File: src/hdl/t0ax_pkg.sv
// ----------------------------------------------------------------------------
// t0ax_pkg: shared types and constants for the T=0 APDU exchange sequencer
// Holds the action, kind and status codes, the beat layouts and the queue
// entry that links the classifier front to the beat generator back.
// ----------------------------------------------------------------------------
package t0ax_pkg;

    // Stream widths
    localparam int S_TDATA_W = 64;
    localparam int S_TUSER_W = 2;
    localparam int M_TDATA_W = 32;
    localparam int M_TUSER_W = 2;

    // Command queue between front and back
    localparam int QDEPTH = 4;
    localparam int QAW    = $clog2(QDEPTH);
    localparam int QCW    = $clog2(QDEPTH + 1);

    // Input actions (slave tuser)
    localparam logic [1:0] ACT_START = 2'd0;
    localparam logic [1:0] ACT_HOST  = 2'd1;
    localparam logic [1:0] ACT_CARD  = 2'd2;
    localparam logic [1:0] ACT_FAIL  = 2'd3;

    // Result kinds (master tuser)
    localparam logic [1:0] KIND_TO_CARD = 2'd0;
    localparam logic [1:0] KIND_TO_HOST = 2'd1;
    localparam logic [1:0] KIND_DONE    = 2'd2;

    // Completion status
    localparam logic [2:0] STATUS_OK = 3'd0;

    // Procedure byte classes that mean SW1
    localparam logic [7:0] NIBBLE_MASK = 8'hF0;
    localparam logic [7:0] SW_CLASS_6  = 8'h60;
    localparam logic [7:0] SW_CLASS_9  = 8'h90;

    // Beat index of the final header byte
    localparam logic [2:0] HDR_LAST_NO_P3 = 3'd3;
    localparam logic [2:0] HDR_LAST_P3    = 3'd4;

    typedef enum logic {
        CMD_HDR,
        CMD_ONE
    } t_cmd_op;

    // Header: bytes = CLA, INS, P1, P2, P3.
    // Single beat: bytes[0] = out_byte, bytes[1] = sw1, bytes[2] = sw2.
    typedef struct packed {
        t_cmd_op         op;
        logic            has_p3;
        logic [1:0]      kind;
        logic [2:0]      status;
        logic [4:0][7:0] bytes;
    } t_cmd;

    typedef struct packed {
        logic valid;
        t_cmd cmd;
    } t_qslot;

endpackage

File: src/hdl/t0ax_front.sv
// ----------------------------------------------------------------------------
// t0ax_front: item classifier and exchange state
// Accepts one item per cycle while the queue has room, walks the T=0 exchange
// phases and pushes one command per item that yields results into the queue.
// ----------------------------------------------------------------------------
module t0ax_front import t0ax_pkg::*; (
    input  logic                 i_clk,
    input  logic                 i_rst_n,
    input  logic                 i_s_tvalid,
    output logic                 o_s_tready,
    input  logic [S_TDATA_W-1:0] i_s_tdata,
    input  logic [S_TUSER_W-1:0] i_s_tuser,
    input  logic                 i_q_full,
    output t_qslot               o_q_wr
);

    typedef enum logic [2:0] {
        PH_IDLE,
        PH_PROC,
        PH_SEND,
        PH_RECV,
        PH_SW1,
        PH_SW2
    } t_phase;

    typedef enum logic [1:0] {
        DIR_NONE,
        DIR_TO_CARD,
        DIR_FROM_CARD
    } t_dir;

    t_phase     r_phase, n_phase;
    t_dir       r_dir, n_dir;
    logic [7:0] r_rem, n_rem;
    logic [7:0] r_sw1, n_sw1;

    logic       w_accept;
    logic [1:0] w_action;
    logic [7:0] w_cla, w_ins, w_p1, w_p2, w_lc, w_le, w_db;
    logic [1:0] w_fc;
    logic [7:0] w_rem_dec;
    logic [7:0] w_class;
    t_qslot     w_wr;

    // Unpack the beat
    assign w_action = i_s_tuser[1:0];
    assign w_cla    = i_s_tdata[7:0];
    assign w_ins    = i_s_tdata[15:8];
    assign w_p1     = i_s_tdata[23:16];
    assign w_p2     = i_s_tdata[31:24];
    assign w_lc     = i_s_tdata[39:32];
    assign w_le     = i_s_tdata[47:40];
    assign w_db     = i_s_tdata[55:48];
    assign w_fc     = i_s_tdata[57:56];

    // Take beats only out of reset and while the queue has room
    assign o_s_tready = i_rst_n && !i_q_full;
    assign w_accept   = i_s_tvalid && o_s_tready;
    assign w_rem_dec  = r_rem - 8'd1;
    assign w_class    = w_db & NIBBLE_MASK;
    assign o_q_wr     = w_wr;

    // Classify the item and advance the exchange
    always_comb begin
        n_phase = r_phase;
        n_dir   = r_dir;
        n_rem   = r_rem;
        n_sw1   = r_sw1;
        w_wr    = '0;
        w_wr.cmd.op = CMD_ONE;
        if (w_accept) begin
            case (w_action)
                ACT_START: begin
                    w_wr.valid        = 1'b1;
                    w_wr.cmd.op       = CMD_HDR;
                    w_wr.cmd.kind     = KIND_TO_CARD;
                    w_wr.cmd.has_p3   = (w_lc != 8'd0) || (w_le != 8'd0);
                    w_wr.cmd.bytes[0] = w_cla;
                    w_wr.cmd.bytes[1] = w_ins;
                    w_wr.cmd.bytes[2] = w_p1;
                    w_wr.cmd.bytes[3] = w_p2;
                    w_wr.cmd.bytes[4] = (w_lc != 8'd0) ? w_lc : w_le;
                    n_phase = PH_PROC;
                    n_sw1   = 8'd0;
                    if (w_lc != 8'd0) begin
                        n_dir = DIR_TO_CARD;
                        n_rem = w_lc;
                    end else if (w_le != 8'd0) begin
                        n_dir = DIR_FROM_CARD;
                        n_rem = w_le;
                    end else begin
                        n_dir = DIR_NONE;
                        n_rem = 8'd0;
                    end
                end
                ACT_FAIL: begin
                    if (r_phase != PH_IDLE) begin
                        w_wr.valid      = 1'b1;
                        w_wr.cmd.kind   = KIND_DONE;
                        w_wr.cmd.status = {1'b0, w_fc} + 3'd1;
                        n_phase = PH_IDLE;
                        n_rem   = 8'd0;
                        n_dir   = DIR_NONE;
                    end
                end
                ACT_HOST: begin
                    if (r_phase == PH_SEND) begin
                        w_wr.valid        = 1'b1;
                        w_wr.cmd.kind     = KIND_TO_CARD;
                        w_wr.cmd.bytes[0] = w_db;
                        n_rem = w_rem_dec;
                        if (w_rem_dec == 8'd0) begin
                            n_phase = PH_SW1;
                        end
                    end
                end
                ACT_CARD: begin
                    case (r_phase)
                        PH_PROC: begin
                            if (w_class == SW_CLASS_6 || w_class == SW_CLASS_9) begin
                                n_sw1   = w_db;
                                n_phase = PH_SW2;
                            end else if (r_dir == DIR_TO_CARD && r_rem != 8'd0) begin
                                n_phase = PH_SEND;
                            end else if (r_dir == DIR_FROM_CARD && r_rem != 8'd0) begin
                                n_phase = PH_RECV;
                            end else begin
                                n_phase = PH_SW1;
                            end
                        end
                        PH_RECV: begin
                            w_wr.valid        = 1'b1;
                            w_wr.cmd.kind     = KIND_TO_HOST;
                            w_wr.cmd.bytes[0] = w_db;
                            n_rem = w_rem_dec;
                            if (w_rem_dec == 8'd0) begin
                                n_phase = PH_SW1;
                            end
                        end
                        PH_SW1: begin
                            n_sw1   = w_db;
                            n_phase = PH_SW2;
                        end
                        PH_SW2: begin
                            w_wr.valid        = 1'b1;
                            w_wr.cmd.kind     = KIND_DONE;
                            w_wr.cmd.bytes[1] = r_sw1;
                            w_wr.cmd.bytes[2] = w_db;
                            n_phase = PH_IDLE;
                            n_rem   = 8'd0;
                            n_dir   = DIR_NONE;
                        end
                        default: begin
                            n_phase = r_phase;
                        end
                    endcase
                end
                default: begin
                    n_phase = r_phase;
                end
            endcase
        end
    end

    // Hold the exchange state
    always_ff @(posedge i_clk) begin
        if (!i_rst_n) begin
            r_phase <= PH_IDLE;
            r_dir   <= DIR_NONE;
            r_rem   <= 8'd0;
            r_sw1   <= 8'd0;
        end else begin
            r_phase <= n_phase;
            r_dir   <= n_dir;
            r_rem   <= n_rem;
            r_sw1   <= n_sw1;
        end
    end

    // Host bytes only move while the card takes the body
    a_host_in_send: assert property (@(posedge i_clk) disable iff (!i_rst_n)
        (w_wr.valid && w_wr.cmd.op == CMD_ONE && w_wr.cmd.kind == KIND_TO_CARD)
        |-> (r_phase == PH_SEND))
        else $error("host byte forwarded outside body phase");

    // A completion always returns the exchange to idle
    a_done_idle: assert property (@(posedge i_clk) disable iff (!i_rst_n)
        (w_wr.valid && w_wr.cmd.op == CMD_ONE && w_wr.cmd.kind == KIND_DONE)
        |=> (r_phase == PH_IDLE))
        else $error("completion did not end exchange");

    // Body phases always have bytes left
    a_body_rem: assert property (@(posedge i_clk) disable iff (!i_rst_n)
        (r_phase == PH_SEND || r_phase == PH_RECV) |-> (r_rem != 8'd0))
        else $error("body phase with no bytes left");

endmodule

File: src/hdl/t0ax_queue.sv
// ----------------------------------------------------------------------------
// t0ax_queue: command queue between front and back
// Small register FIFO that lets the classifier and the beat generator stall
// independently of each other.
// ----------------------------------------------------------------------------
module t0ax_queue import t0ax_pkg::*; (
    input  logic   i_clk,
    input  logic   i_rst_n,
    input  t_qslot i_wr,
    output logic   o_full,
    output t_qslot o_head,
    input  logic   i_pop
);

    t_cmd           r_mem [QDEPTH];
    logic [QAW-1:0] r_wp;
    logic [QAW-1:0] r_rp;
    logic [QCW-1:0] r_count;

    assign o_full       = (r_count == QCW'(QDEPTH));
    assign o_head.valid = (r_count != '0);
    assign o_head.cmd   = r_mem[r_rp];

    // Write the entry
    always_ff @(posedge i_clk) begin
        if (i_wr.valid) begin
            r_mem[r_wp] <= i_wr.cmd;
        end
    end

    // Advance pointers and fill count
    always_ff @(posedge i_clk) begin
        if (!i_rst_n) begin
            r_wp    <= '0;
            r_rp    <= '0;
            r_count <= '0;
        end else begin
            if (i_wr.valid) begin
                r_wp <= r_wp + QAW'(1);
            end
            if (i_pop) begin
                r_rp <= r_rp + QAW'(1);
            end
            case ({i_wr.valid, i_pop})
                2'b10:   r_count <= r_count + QCW'(1);
                2'b01:   r_count <= r_count - QCW'(1);
                default: r_count <= r_count;
            endcase
        end
    end

    a_no_overflow: assert property (@(posedge i_clk) disable iff (!i_rst_n)
        i_wr.valid |-> !o_full)
        else $error("queue written while full");

    a_no_underflow: assert property (@(posedge i_clk) disable iff (!i_rst_n)
        i_pop |-> (r_count != '0))
        else $error("queue popped while empty");

    a_count_track: assert property (@(posedge i_clk) disable iff (!i_rst_n)
        (i_wr.valid && !i_pop) |=> (r_count == $past(r_count) + QCW'(1)))
        else $error("fill count did not follow a push");

endmodule

File: src/hdl/t0ax_back.sv
// ----------------------------------------------------------------------------
// t0ax_back: beat generator
// Expands each queued command into result beats, one beat per cycle, into
// an output register that stalls only on the master side.
// ----------------------------------------------------------------------------
module t0ax_back import t0ax_pkg::*; (
    input  logic                 i_clk,
    input  logic                 i_rst_n,
    input  t_qslot               i_head,
    output logic                 o_pop,
    output logic                 o_m_tvalid,
    input  logic                 i_m_tready,
    output logic [M_TDATA_W-1:0] o_m_tdata,
    output logic [M_TUSER_W-1:0] o_m_tuser,
    output logic                 o_m_tlast
);

    logic [2:0]           r_idx;
    logic                 r_out_valid;
    logic [M_TDATA_W-1:0] r_tdata;
    logic [M_TUSER_W-1:0] r_tuser;
    logic                 r_tlast;

    logic                 w_load;
    logic                 w_beat_last;
    logic [M_TDATA_W-1:0] w_tdata;

    assign w_load = !r_out_valid || i_m_tready;

    // Build the beat from the queue head
    always_comb begin
        if (i_head.cmd.op == CMD_HDR) begin
            w_beat_last = i_head.cmd.has_p3 ? (r_idx == HDR_LAST_P3)
                                            : (r_idx == HDR_LAST_NO_P3);
            w_tdata = {(M_TDATA_W-8)'(0), i_head.cmd.bytes[r_idx]};
        end else begin
            w_beat_last = 1'b1;
            w_tdata = {(M_TDATA_W-27)'(0), i_head.cmd.status,
                       i_head.cmd.bytes[2], i_head.cmd.bytes[1], i_head.cmd.bytes[0]};
        end
    end

    assign o_pop = w_load && i_head.valid && w_beat_last;

    // Step through the header bytes
    always_ff @(posedge i_clk) begin
        if (!i_rst_n) begin
            r_idx <= 3'd0;
        end else if (w_load && i_head.valid) begin
            r_idx <= w_beat_last ? 3'd0 : r_idx + 3'd1;
        end
    end

    // Output register
    always_ff @(posedge i_clk) begin
        if (!i_rst_n) begin
            r_out_valid <= 1'b0;
        end else if (w_load) begin
            r_out_valid <= i_head.valid;
        end
    end

    always_ff @(posedge i_clk) begin
        if (w_load && i_head.valid) begin
            r_tdata <= w_tdata;
            r_tuser <= i_head.cmd.kind;
            r_tlast <= w_beat_last;
        end
    end

    assign o_m_tvalid = r_out_valid;
    assign o_m_tdata  = r_tdata;
    assign o_m_tuser  = r_tuser;
    assign o_m_tlast  = r_tlast;

    a_idx_range: assert property (@(posedge i_clk) disable iff (!i_rst_n)
        r_idx <= HDR_LAST_P3)
        else $error("header beat index out of range");

    a_idx_in_hdr: assert property (@(posedge i_clk) disable iff (!i_rst_n)
        (r_idx != 3'd0) |-> (i_head.valid && i_head.cmd.op == CMD_HDR))
        else $error("header walk without a header at queue head");

    a_pop_on_last: assert property (@(posedge i_clk) disable iff (!i_rst_n)
        (w_load && i_head.valid && i_head.cmd.op == CMD_ONE) |-> o_pop)
        else $error("single-beat command not retired");

endmodule

File: src/hdl/t0_apdu_exchange_sequencer.sv
// ----------------------------------------------------------------------------
// t0_apdu_exchange_sequencer: T=0 APDU exchange sequencer
// Sends the command header, reads the procedure byte, moves the body in
// either direction and reports the status word or a link failure.
//
//   channel  dir  tdata (low bit up)                         tuser   tlast
//   s        in   cla, ins, p1, p2, lc, le, data_byte,        action  -
//                 failure_code, zero fill to 64 bits
//   m        out  out_byte, sw1, sw2, status, zero fill to 32  kind    last
//
// An item is taken every cycle while the four-entry command queue has room.
// A start item yields four or five beats, which the beat generator issues one
// per cycle while the master side takes them, so a run of starts is paced by
// its beats; other items yield at most one beat and sustain one per cycle.
// Reset is synchronous: it clears the exchange phase, the queue and the
// output register. A master-side stall fills the queue, then drops s tready.
// ----------------------------------------------------------------------------
module t0_apdu_exchange_sequencer import t0ax_pkg::*; (
    input  logic                 i_clk,
    input  logic                 i_rst_n,
    input  logic                 i_s_tvalid,
    output logic                 o_s_tready,
    // cla[7:0], ins[15:8], p1[23:16], p2[31:24], lc[39:32], le[47:40],
    // data_byte[55:48], failure_code[57:56], zero[63:58]
    input  logic [S_TDATA_W-1:0] i_s_tdata,
    // action[1:0]
    input  logic [S_TUSER_W-1:0] i_s_tuser,
    output logic                 o_m_tvalid,
    input  logic                 i_m_tready,
    // out_byte[7:0], sw1[15:8], sw2[23:16], status[26:24], zero[31:27]
    output logic [M_TDATA_W-1:0] o_m_tdata,
    // kind[1:0]
    output logic [M_TUSER_W-1:0] o_m_tuser,
    output logic                 o_m_tlast
);

    t_qslot w_q_wr;
    t_qslot w_q_head;
    logic   w_q_full;
    logic   w_q_pop;

    t0ax_front u_front (
        .i_clk      (i_clk),
        .i_rst_n    (i_rst_n),
        .i_s_tvalid (i_s_tvalid),
        .o_s_tready (o_s_tready),
        .i_s_tdata  (i_s_tdata),
        .i_s_tuser  (i_s_tuser),
        .i_q_full   (w_q_full),
        .o_q_wr     (w_q_wr)
    );

    t0ax_queue u_queue (
        .i_clk   (i_clk),
        .i_rst_n (i_rst_n),
        .i_wr    (w_q_wr),
        .o_full  (w_q_full),
        .o_head  (w_q_head),
        .i_pop   (w_q_pop)
    );

    t0ax_back u_back (
        .i_clk      (i_clk),
        .i_rst_n    (i_rst_n),
        .i_head     (w_q_head),
        .o_pop      (w_q_pop),
        .o_m_tvalid (o_m_tvalid),
        .i_m_tready (i_m_tready),
        .o_m_tdata  (o_m_tdata),
        .o_m_tuser  (o_m_tuser),
        .o_m_tlast  (o_m_tlast)
    );

endmodule
File: config.mk
export PLATFORM = sky130hd
export DESIGN_NAME = t0_apdu_exchange_sequencer
export DESIGN_NICKNAME = d
export VERILOG_FILES = /design/src/hdl/t0ax_pkg.sv /design/src/hdl/t0ax_front.sv /design/src/hdl/t0ax_queue.sv /design/src/hdl/t0ax_back.sv /design/src/hdl/t0_apdu_exchange_sequencer.sv
export SDC_FILE = /design/constraint.sdc
export NUM_CORES = 1
export LEC_CHECK = 0
export BUFFER_PORTS_ARGS = -buffer_cell sky130_fd_sc_hd__buf_4
export CAP_MARGIN = 10
export CORE_ASPECT_RATIO = 1.1
export CORE_MARGIN = 2
export CORE_UTILIZATION = 40
export DETAILED_ROUTE_END_ITERATION = 10
export GPL_TIMING_DRIVEN = 0
export PLACE_DENSITY = 0.58
export SLEW_MARGIN = 20
export SYNTH_ARGS = -nofsm -noshare
export SYNTH_HDL_FRONTEND = slang
export SYNTH_SLANG_ARGS = --single-unit
File: constraint.sdc
create_clock -name i_clk -period 10.1 [get_ports i_clk]
set_clock_uncertainty 0.15 [all_clocks]
set_input_delay 0.505 -clock i_clk [delete_from_list [all_inputs] [get_ports i_clk]]
set_output_delay 0.505 -clock i_clk [all_outputs]
set_load 0.02 [all_outputs]
==> impl_metrics.xml, run 1 <==
<?xml version="1.0" encoding="UTF-8"?>
<metrics>
  <group name="synthesis">
    <metric name="distinct_cell_type_count_after_synthesis" unit="">61</metric>
    <metric name="yosysSeqAreaShare" unit="%">66.6</metric>
    <metric name="syn-mean-instance-area" unit="µm²">15.3</metric>
    <metric name="share_of_flip_flops_with_an_asynchronous_set_or_reset_after_synthesis" unit="%">0</metric>
    <metric name="count_of_state_elements_after_synthesis" unit="">252</metric>
    <metric name="ys_dominant_reg_cell" unit="">sky130_fd_sc_hd__edfxtp_1</metric>
    <metric name="synth-edff-count" unit="">218</metric>
    <metric name="ys_warn_count" unit="">0</metric>
    <metric name="synth_area" unit="mm²">0.0109</metric>
    <metric name="netlist_instances" unit="">708</metric>
  </group>
  <group name="sta">
    <metric name="finalMaxSlewViolations" unit="">0</metric>
    <metric name="setup_tns" unit="ps">0</metric>
    <metric name="max_slew_margin" unit="%">41.6</metric>
    <metric name="layout_min_cycle_time" unit="ps">3300</metric>
    <metric name="rsz0062_at_grt" unit="">false</metric>
    <metric name="final_hold_fails" unit="">0</metric>
    <metric name="clock.fmax" unit="MHz">303</metric>
    <metric name="period_share" unit="%">32.7</metric>
    <metric name="smallest_setup_slack_after_layout" unit="ps">6800</metric>
    <metric name="setup-violations-final" unit="">0</metric>
    <metric name="worst_slew_pin_slew" unit="ps">877</metric>
  </group>
  <group name="critical_path">
    <metric name="worst-endpoint-required" unit="ps">10410</metric>
    <metric name="path_class" unit="">flip-flop to flip-flop</metric>
    <metric name="nature_of_the_critical_path_endpoint" unit="">flip-flop</metric>
    <metric name="path_cells" unit="">buf_6 -&gt; mux4_2 -&gt; nor3_1 -&gt; nor3_2 -&gt; nor2_1 -&gt; ha_1 -&gt; inv_1 -&gt; fa_1 -&gt; xor2_1 -&gt; or3_1 -&gt; a21boi_0</metric>
    <metric name="critPathTopFamily" unit="">simple AND/OR/NAND/NOR gates</metric>
    <metric name="critical_path.startpoint_type" unit="">flip-flop</metric>
    <metric name="crit_buf_inv" unit="">2</metric>
    <metric name="critical_path_arrival" unit="ps">3610</metric>
    <metric name="critical_path_peak_fanout" unit="">10</metric>
    <metric name="crit_slowest_cell" unit="">sky130_fd_sc_hd__mux4_2</metric>
    <metric name="crit_path_max_incr_delay" unit="ps">530</metric>
    <metric name="r2r_slack" unit="ps">6800</metric>
  </group>
  <group name="detailed_routing">
    <metric name="drtAntennaViolNets" unit="">0</metric>
    <metric name="post-route-drc-count" unit="">0</metric>
    <metric name="wl" unit="µm">25600</metric>
    <metric name="firstDrtPassIters" unit="">5</metric>
    <metric name="total_via_count_in_the_routed_design" unit="">6466</metric>
    <metric name="drt_iter0_markers" unit="">540</metric>
    <metric name="detail_route.vias_per_cell" unit="">5.33</metric>
    <metric name="wl_per_cell" unit="µm">21.1</metric>
  </group>
  <group name="layout">
    <metric name="n_antenna_cell" unit="">0</metric>
    <metric name="drive_above_1_share" unit="%">24.9</metric>
    <metric name="area_growth_syn_to_layout" unit="%">18.9</metric>
    <metric name="fin_nets" unit="">918</metric>
    <metric name="fillCellCount" unit="">2371</metric>
    <metric name="instances_no_fill" unit="">1214</metric>
  </group>
  <group name="cts">
    <metric name="cts_root_buf" unit="">sky130_fd_sc_hd__clkbuf_16</metric>
    <metric name="clockBufferDepth" unit="">3</metric>
    <metric name="hold_buffers" unit="">0</metric>
    <metric name="cts_buffers" unit="">26</metric>
    <metric name="cts_resized" unit="">0</metric>
    <metric name="cts_tree" unit="">built</metric>
    <metric name="total_setup_buffers_inserted_after_cts" unit="">0</metric>
    <metric name="clkSlewWorstSetupHoldPaths" unit="ps">60</metric>
    <metric name="latest_clock_arrival_within_the_worst_skew_pair" unit="ps">530</metric>
    <metric name="cts.htree.levels" unit="">1</metric>
    <metric name="clkSinkCount" unit="">252</metric>
  </group>
  <group name="floorplanning">
    <metric name="dieHeight" unit="µm">177</metric>
    <metric name="row_count" unit="">63</metric>
    <metric name="die-area" unit="mm²">0.0285</metric>
    <metric name="placeableCoreArea" unit="mm²">0.0268</metric>
    <metric name="start_util" unit="%">40.5</metric>
    <metric name="pin_count" unit="">107</metric>
    <metric name="die_width" unit="µm">161</metric>
  </group>
  <group name="power">
    <metric name="power_leakage" unit="nW">4.17</metric>
    <metric name="power.ir.vdd_worst" unit="mV">0.0866</metric>
    <metric name="power.total" unit="mW">2.25</metric>
    <metric name="powerDensity" unit="mW/mm²">174</metric>
  </group>
  <group name="placement">
    <metric name="detailed_place_hpwl" unit="µm">17600</metric>
    <metric name="dp.cells" unit="">1167</metric>
    <metric name="dp_worst_setup_slack" unit="ps">6670</metric>
    <metric name="gp_congestion" unit="">0.853</metric>
    <metric name="numPortBuffers" unit="">94</metric>
  </group>
  <group name="global_routing">
    <metric name="groute.usage.overall" unit="%">18.4</metric>
    <metric name="wire_length_of_the_first_global_routing_pass" unit="µm">39300</metric>
    <metric name="initial_antenna_violation_count" unit="">0</metric>
    <metric name="first_global_vias" unit="">6456</metric>
    <metric name="grt_max_degree" unit="">39</metric>
    <metric name="grt.overflow.total" unit="">0</metric>
  </group>
  <group name="job">
    <metric name="max_cap_viols" unit="">0</metric>
  </group>
  <group name="hold_path">
    <metric name="hold_path.class" unit="">input pin to flip-flop</metric>
  </group>
  <group name="outcome">
    <metric name="outcome" unit="">finished clean</metric>
  </group>
</metrics>
[cell usage in the layout, fill, tap and decap left out, types with 6 or more instances in the layout]
cell type                     n
sky130_fd_sc_hd__a21boi_0     8
sky130_fd_sc_hd__a21boi_1    10
sky130_fd_sc_hd__a21oi_1     18
sky130_fd_sc_hd__a22oi_1     26
sky130_fd_sc_hd__a31oi_1      9
sky130_fd_sc_hd__and2_1      33
sky130_fd_sc_hd__buf_2        6
sky130_fd_sc_hd__buf_4      100
sky130_fd_sc_hd__clkbuf_1    31
sky130_fd_sc_hd__clkbuf_16   27
sky130_fd_sc_hd__clkinv_1     6
sky130_fd_sc_hd__dfxtp_1     34
sky130_fd_sc_hd__edfxtp_1   218
sky130_fd_sc_hd__ha_1         9
sky130_fd_sc_hd__inv_1       14
sky130_fd_sc_hd__mux4_1       8
sky130_fd_sc_hd__mux4_2      47
sky130_fd_sc_hd__nand2_1     36
sky130_fd_sc_hd__nand3_1     13
sky130_fd_sc_hd__nor2_1      54
sky130_fd_sc_hd__nor2b_1     19
sky130_fd_sc_hd__nor3_1      10
sky130_fd_sc_hd__o21ai_0     12
sky130_fd_sc_hd__o21ai_1     11
[state kept, by name, summed over array words and instances (netlist names), named ones only]
name               cells
u_back.o_m_tdata      27
u_back.o_m_tlast       1
u_back.o_m_tuser       2
u_back.o_m_tvalid      1
u_back.r_idx           3
u_front.r_dir          2
u_front.r_phase        3
u_front.r_rem          8
u_front.r_sw1          8
u_queue.r_count        3
u_queue.r_mem        188
u_queue.r_rp           2
u_queue.r_wp           2
[worst paths after layout]
| check | startpoint | endpoint | depth (start not counted) |
|---|---|---|---|
| worst min register to register | u_front.r_sw1[5]$_SDFFE_PN0P_ | u_front.r_sw1[5]$_SDFFE_PN0P_ | 2 |
| worst max-delay path | flip-flop | u_queue.r_count[2]$_SDFFE_PN0P_ | 11 |
| worst min-delay path | i_m_tready | u_back.o_m_tvalid$_SDFFE_PN0P_ | 4 |
| worst max register to register | flip-flop | u_queue.r_count[2]$_SDFFE_PN0P_ | 11 |
[power by group]
group	internal (mW)	leakage [nW]	switching (mW)
clock network	0.512	0.383	0.383
logic	0.0876	1.56	0.110
registers	1.15	2.23	0.00739
[cell usage after synthesis, types with 3 or more instances]
cell,n,area (µm²)
sky130_fd_sc_hd__a21boi_0,8,60.1
sky130_fd_sc_hd__a21boi_1,10,75.1
sky130_fd_sc_hd__a21o_1,3,22.5
sky130_fd_sc_hd__a21oi_1,18,90.1
sky130_fd_sc_hd__a22oi_1,26,195
sky130_fd_sc_hd__a31oi_1,9,56.3
sky130_fd_sc_hd__and2_1,37,231
sky130_fd_sc_hd__buf_1,3,11.3
sky130_fd_sc_hd__buf_2,6,30.0
sky130_fd_sc_hd__buf_4,6,45.0
sky130_fd_sc_hd__clkbuf_1,25,93.8
sky130_fd_sc_hd__dfxtp_1,34,681
sky130_fd_sc_hd__edfxtp_1,218,6550
sky130_fd_sc_hd__ha_1,9,113
sky130_fd_sc_hd__inv_1,15,56.3
sky130_fd_sc_hd__mux2i_1,3,30.0
sky130_fd_sc_hd__mux4_1,8,210
sky130_fd_sc_hd__mux4_2,47,1060
sky130_fd_sc_hd__nand2_1,36,135
sky130_fd_sc_hd__nand2b_1,5,31.3
sky130_fd_sc_hd__nand3_1,13,65.1
sky130_fd_sc_hd__nor2_1,54,203
sky130_fd_sc_hd__nor2b_1,19,119
sky130_fd_sc_hd__nor3_1,10,50.1
sky130_fd_sc_hd__nor4_1,3,18.8
sky130_fd_sc_hd__o21a_1,4,30.0
sky130_fd_sc_hd__o21ai_0,12,60.1
sky130_fd_sc_hd__o21ai_1,11,55.1
sky130_fd_sc_hd__o22ai_1,3,18.8
sky130_fd_sc_hd__o311a_1,3,30.0
sky130_fd_sc_hd__or2_2,4,25.0
sky130_fd_sc_hd__or4_1,5,37.5
sky130_fd_sc_hd__xnor2_1,5,43.8
sky130_fd_sc_hd__xor2_1,3,26.3
[layer usage]
metal  wire length [µm]  track usage (%)  vias up
met4                564             4.99        0
met5                  0                0        -
li1                   -                -     2999
met2              12900             31.9      205
met1              10700             24.4     3224
met3               1440             2.55       38
[cells by family after synthesis]
kind of cell               after synthesis  synth area share [%]
AOI/OAI and AO/OA                      120                  7.49
other                                    1                0.0345
adders and majority gates               10                  1.22
buffers and inverters                   60                  2.64
and+or+nand+nor                        199                  9.44
muxes                                   58                  12.0
DFF                                    252                  66.6
xor gates and xnor gates                 8                 0.645
[tightest hold or removal path: stages]
cell and delay, ps:
sky130_fd_sc_hd__buf_4 80, sky130_fd_sc_hd__inv_1 40, sky130_fd_sc_hd__nand2_1 40, sky130_fd_sc_hd__a21boi_0 70
[through the flow]
step / utilization, % / hold slack (ps) / area, µm²
CTS: 48.2 / 80.8 / 12900
detailed placement: 45.2 / 300 / 12100
global placement: 44.9 / 289 / 12000
finish: 48.2 / 98.4 / 12900
global route: 48.2 / 88.6 / 12900
floorplan: - / 280 / 10900
[layout make-up]
type                       count  area (µm²)  area share [%]
buffer                        43         223            1.72
clock buffer                  33         698            5.41
clock inverter                14        92.6           0.717
inverter                      17        63.8           0.494
multi-input combinational    400        3370            26.1
sequential                   252        7230            56.0
tap                          357         447            3.46
timing repair buffer          98         793            6.14
(Power assumes the default switching activity.)
==> inputs of run 2 (changes only) <==
--- a/config.mk
+++ b/config.mk
@@ -5,6 +5,7 @@
 export SDC_FILE = /design/constraint.sdc
 export NUM_CORES = 1
 export LEC_CHECK = 0
+export ABC_AREA = 1
 export BUFFER_PORTS_ARGS = -buffer_cell sky130_fd_sc_hd__buf_4
 export CAP_MARGIN = 10
 export CORE_ASPECT_RATIO = 1.1
==> constraint.sdc (replaced) <==
create_clock -name i_clk -period 3.4 [get_ports i_clk]
set_clock_uncertainty 0.15 [all_clocks]
set_input_delay 0.17 -clock i_clk [delete_from_list [all_inputs] [get_ports i_clk]]
set_output_delay 0.17 -clock i_clk [all_outputs]
set_load 0.02 [all_outputs]
==> run 2 against run 1 <==
  * Sequential power rose to 3.2 times the previous value
  * Global-route usage up 2.7 points
  * Largest cell class unchanged
  * Largest power group unchanged
  * Critical endpoint is now u_queue.r_mem[2][36]$_DFFE_PP_
  * Critical path type is now input pin to flip-flop
  * Synthesized area up 4.3%
==> impl_metrics.xml, run 2 <==
<?xml version="1.0" encoding="UTF-8"?>
<metrics>
  <group name="outcome">
    <metric name="outcome" unit="">finished clean</metric>
  </group>
  <group name="detailed_routing">
    <metric name="detail_route.vias_per_cell" unit="">5.20</metric>
    <metric name="wl" unit="µm">31000</metric>
    <metric name="firstDrtPassIters" unit="">6</metric>
    <metric name="post-route-drc-count" unit="">0</metric>
    <metric name="drt_iter0_markers" unit="">729</metric>
    <metric name="wl_per_cell" unit="µm">18.9</metric>
    <metric name="total_via_count_in_the_routed_design" unit="">8531</metric>
    <metric name="drtAntennaViolNets" unit="">0</metric>
  </group>
  <group name="cts">
    <metric name="cts.htree.levels" unit="">1</metric>
    <metric name="clockBufferDepth" unit="">3</metric>
    <metric name="cts_root_buf" unit="">sky130_fd_sc_hd__clkbuf_16</metric>
    <metric name="total_setup_buffers_inserted_after_cts" unit="">0</metric>
    <metric name="cts_resized" unit="">0</metric>
    <metric name="cts_buffers" unit="">28</metric>
    <metric name="cts_tree" unit="">built</metric>
    <metric name="clkSinkCount" unit="">252</metric>
    <metric name="latest_clock_arrival_within_the_worst_skew_pair" unit="ps">540</metric>
    <metric name="clkSlewWorstSetupHoldPaths" unit="ps">60</metric>
  </group>
  <group name="synthesis">
    <metric name="synth_top_cell_area_share" unit="%">57.8</metric>
    <metric name="synthMostInstantiatedCell" unit="">sky130_fd_sc_hd__edfxtp_1</metric>
    <metric name="ys_dominant_reg_cell" unit="">sky130_fd_sc_hd__edfxtp_1</metric>
    <metric name="ys_warn_count" unit="">0</metric>
    <metric name="distinct_cell_type_count_after_synthesis" unit="">47</metric>
    <metric name="syn-mean-instance-area" unit="µm²">10.6</metric>
    <metric name="yosysSeqAreaShare" unit="%">63.8</metric>
    <metric name="count_of_state_elements_after_synthesis" unit="">252</metric>
    <metric name="synth-edff-count" unit="">218</metric>
    <metric name="synth_top_cell_by_area" unit="">sky130_fd_sc_hd__edfxtp_1</metric>
    <metric name="share_of_flip_flops_with_an_asynchronous_set_or_reset_after_synthesis" unit="%">0</metric>
    <metric name="post_synth_main_area_contributors" unit="">sky130_fd_sc_hd__edfxtp_1 (58%), sky130_fd_sc_hd__dfxtp_1 (6.0%), sky130_fd_sc_hd__nor2_1 (5.9%), sky130_fd_sc_hd__nand2_1 (4.9%), sky130_fd_sc_hd__o21ai_0 (4.2%)</metric>
    <metric name="synth_area" unit="mm²">0.0113</metric>
    <metric name="netlist_instances" unit="">1067</metric>
    <metric name="netlist_top_cells_count" unit="">sky130_fd_sc_hd__edfxtp_1 (218), sky130_fd_sc_hd__nor2_1 (179), sky130_fd_sc_hd__nand2_1 (149)</metric>
  </group>
  <group name="layout">
    <metric name="utilization" unit="%">51.6</metric>
    <metric name="n_antenna_cell" unit="">0</metric>
    <metric name="area_growth_syn_to_layout" unit="%">27.1</metric>
    <metric name="instances_no_fill" unit="">1640</metric>
    <metric name="layout.cell_area.non_filler" unit="mm²">0.0144</metric>
    <metric name="drive_above_1_share" unit="%">19.3</metric>
    <metric name="largest_register" unit="">u_queue.r_mem</metric>
    <metric name="fin_nets" unit="">1335</metric>
    <metric name="largest_register_ff_count" unit="">188</metric>
    <metric name="layout_commonest_cell" unit="">sky130_fd_sc_hd__edfxtp_1</metric>
    <metric name="mostFrequentLayoutCells" unit="">sky130_fd_sc_hd__edfxtp_1 (218), sky130_fd_sc_hd__nor2_1 (175), sky130_fd_sc_hd__nand2_1 (149), sky130_fd_sc_hd__buf_4 (105), sky130_fd_sc_hd__o21ai_0 (96)</metric>
  </group>
  <group name="global_routing">
    <metric name="grt_max_degree" unit="">22</metric>
    <metric name="grt.overflow.total" unit="">0</metric>
    <metric name="first_global_vias" unit="">8251</metric>
    <metric name="wire_length_of_the_first_global_routing_pass" unit="µm">47200</metric>
    <metric name="initial_antenna_violation_count" unit="">1</metric>
    <metric name="groute.usage.overall" unit="%">21.1</metric>
  </group>
  <group name="critical_path">
    <metric name="path_class" unit="">input pin to flip-flop</metric>
    <metric name="critical_path_peak_fanout" unit="">6</metric>
    <metric name="critical_path_arrival" unit="ps">3200</metric>
    <metric name="r2r_slack" unit="ps">520</metric>
    <metric name="r2r_cells" unit="">13</metric>
    <metric name="critical_path.startpoint_type" unit="">input pin</metric>
    <metric name="timing.rr.end" unit="">u_queue.r_count[2]$_SDFFE_PN0P_</metric>
    <metric name="worst-endpoint-required" unit="ps">3540</metric>
    <metric name="nature_of_the_critical_path_endpoint" unit="">flip-flop</metric>
    <metric name="timing.rr.start" unit="">u_front.r_phase[0]$_SDFFE_PN0P_</metric>
  </group>
  <group name="hold_path">
    <metric name="hold_path.class" unit="">input pin to flip-flop</metric>
    <metric name="min-delay-start" unit="">i_s_tdata[12]</metric>
    <metric name="whs_endpoint" unit="">u_queue.r_mem[1][12]$_DFFE_PP_</metric>
    <metric name="min_path_cells" unit="">3</metric>
  </group>
  <group name="floorplanning">
    <metric name="row_count" unit="">64</metric>
    <metric name="start_util" unit="%">40.6</metric>
    <metric name="dieHeight" unit="µm">180</metric>
    <metric name="pin_count" unit="">107</metric>
    <metric name="placeableCoreArea" unit="mm²">0.0279</metric>
    <metric name="die-area" unit="mm²">0.0297</metric>
    <metric name="die_width" unit="µm">164</metric>
  </group>
  <group name="job">
    <metric name="max_cap_viols" unit="">0</metric>
  </group>
  <group name="power">
    <metric name="power_leakage" unit="nW">5.58</metric>
    <metric name="power.total" unit="mW">9.04</metric>
    <metric name="powerDensity" unit="mW/mm²">628</metric>
    <metric name="power.ir.vdd_worst" unit="mV">0.335</metric>
  </group>
  <group name="sta">
    <metric name="layout_min_cycle_time" unit="ps">3060</metric>
    <metric name="finalMaxSlewViolations" unit="">0</metric>
    <metric name="period_share" unit="%">90.0</metric>
    <metric name="worst_slew_pin_slew" unit="ps">949</metric>
    <metric name="max_slew_margin" unit="%">36.3</metric>
    <metric name="final_hold_fails" unit="">0</metric>
    <metric name="setup-violations-final" unit="">0</metric>
    <metric name="clock.fmax" unit="MHz">327</metric>
    <metric name="rsz0062_at_grt" unit="">false</metric>
  </group>
  <group name="placement">
    <metric name="placed_area" unit="mm²">0.0129</metric>
    <metric name="numPortBuffers" unit="">95</metric>
    <metric name="detailed_place_hpwl" unit="µm">22000</metric>
    <metric name="dp.cells" unit="">1541</metric>
    <metric name="gp_congestion" unit="">0.891</metric>
  </group>
</metrics>
-- run 2: cell types whose count changed after synthesis, sizes merged, moves of 12 or more --
cell    before  now
nor2        55  188
nand2       36  158
o21ai       23  144
inv         17   92
mux4        55    0
a21oi       19   60
and2        38    0
buf         18   39
nor2b       19    0
a21boi      18    1
o22a         0   16
o22ai        3   19
a22oi       26   14
-- run 2: power by group --
group | switching, mW | internal (mW) | total, mW
Sequential | 0.0735 | 3.58 | 3.66
Combinational | 1.24 | 0.732 | 1.98
Clock | 1.23 | 2.18 | 3.41
-- run 2: metal layers --
metal	share of wire [%]	global-route usage, %	wire length [µm]
met1	43	28.8	13300
met2	47	34.5	14600
met3	6.7	3.18	2070
met4	3.1	6.99	954
met5	0	0	0
-- run 2: how the worst max path moves through the flow --
| stage | start | to | slack [ps] | depth (start not counted) |
|---|---|---|---|---|
| global placement | u_queue.r_count[1]$_SDFFE_PN0P_ | u_queue.r_mem[3][13]$_DFFE_PP_ | -2410 | 7 |
| finish | i_s_tdata[38] | u_queue.r_mem[2][36]$_DFFE_PP_ | 340 | 11 |
| global route | i_s_tdata[38] | u_queue.r_mem[2][37]$_DFFE_PP_ | 250 | 11 |
| CTS | i_s_tdata[38] | u_queue.r_mem[2][37]$_DFFE_PP_ | 450 | 11 |
| floorplan | u_queue.r_count[1]$_SDFFE_PN0P_ | u_queue.r_mem[0][0]$_DFFE_PP_ | -380 | 7 |
| detailed placement | u_front.r_phase[0]$_SDFFE_PN0P_ | u_queue.r_count[2]$_SDFFE_PN0P_ | 570 | 13 |
-- run 2: layout make-up --
class                           count  area (µm²)
Multi-Input combinational cell    668        3440
Fill cell                        2494       13500
Timing Repair Buffer              154        1490
Sequential cell                   252        7230
Buffer                             57         360
Clock buffer                       31         743
Clock inverter                     21         318
Tap cell                          363         454
Inverter                           94         358
-- run 2: logic make-up after synthesis --
group | share of synthesized area [%]
xor gates and xnor gates | 0.155
and+or+nand+nor | 14.3
DFF | 63.8
adders and majority gates | 1.17
buffers and inverters | 6.34
other | 0.0331
AOI/OAI and AO/OA | 14.2
-- run 2: worst max-delay path: stages --
cell and delay [ps]:
sky130_fd_sc_hd__dlygate4sd3_1 560, sky130_fd_sc_hd__buf_4 140, sky130_fd_sc_hd__inv_1 80, sky130_fd_sc_hd__nand4_1 150, sky130_fd_sc_hd__nor4_4 190, sky130_fd_sc_hd__dlygate4sd3_1 760
sky130_fd_sc_hd__nand2_1 80, sky130_fd_sc_hd__nand2_1 70, sky130_fd_sc_hd__dlygate4sd3_1 550, sky130_fd_sc_hd__nand2_1 60, sky130_fd_sc_hd__nor2_1 380
-- run 2: repair_timing --
| action | CTS | global route |
|---|---|---|
| endpoints found under the setup margin | 0 | 0 |
| hold buffers | 47 | 0 |
| hold endpoints to repair | 91 | 0 |
-- run 2: per-stage QoR --
step	setup TNS, ps	setup slack (ps)	hold WS, ps
3_5_place_dp	0	566	304
4_1_cts	0	451	7.20
2_1_floorplan	-70590	-375	175
5_1_grt	0	253	51.1
6_report	0	339	31.6
3_3_place_gp	-438790	-2410	297
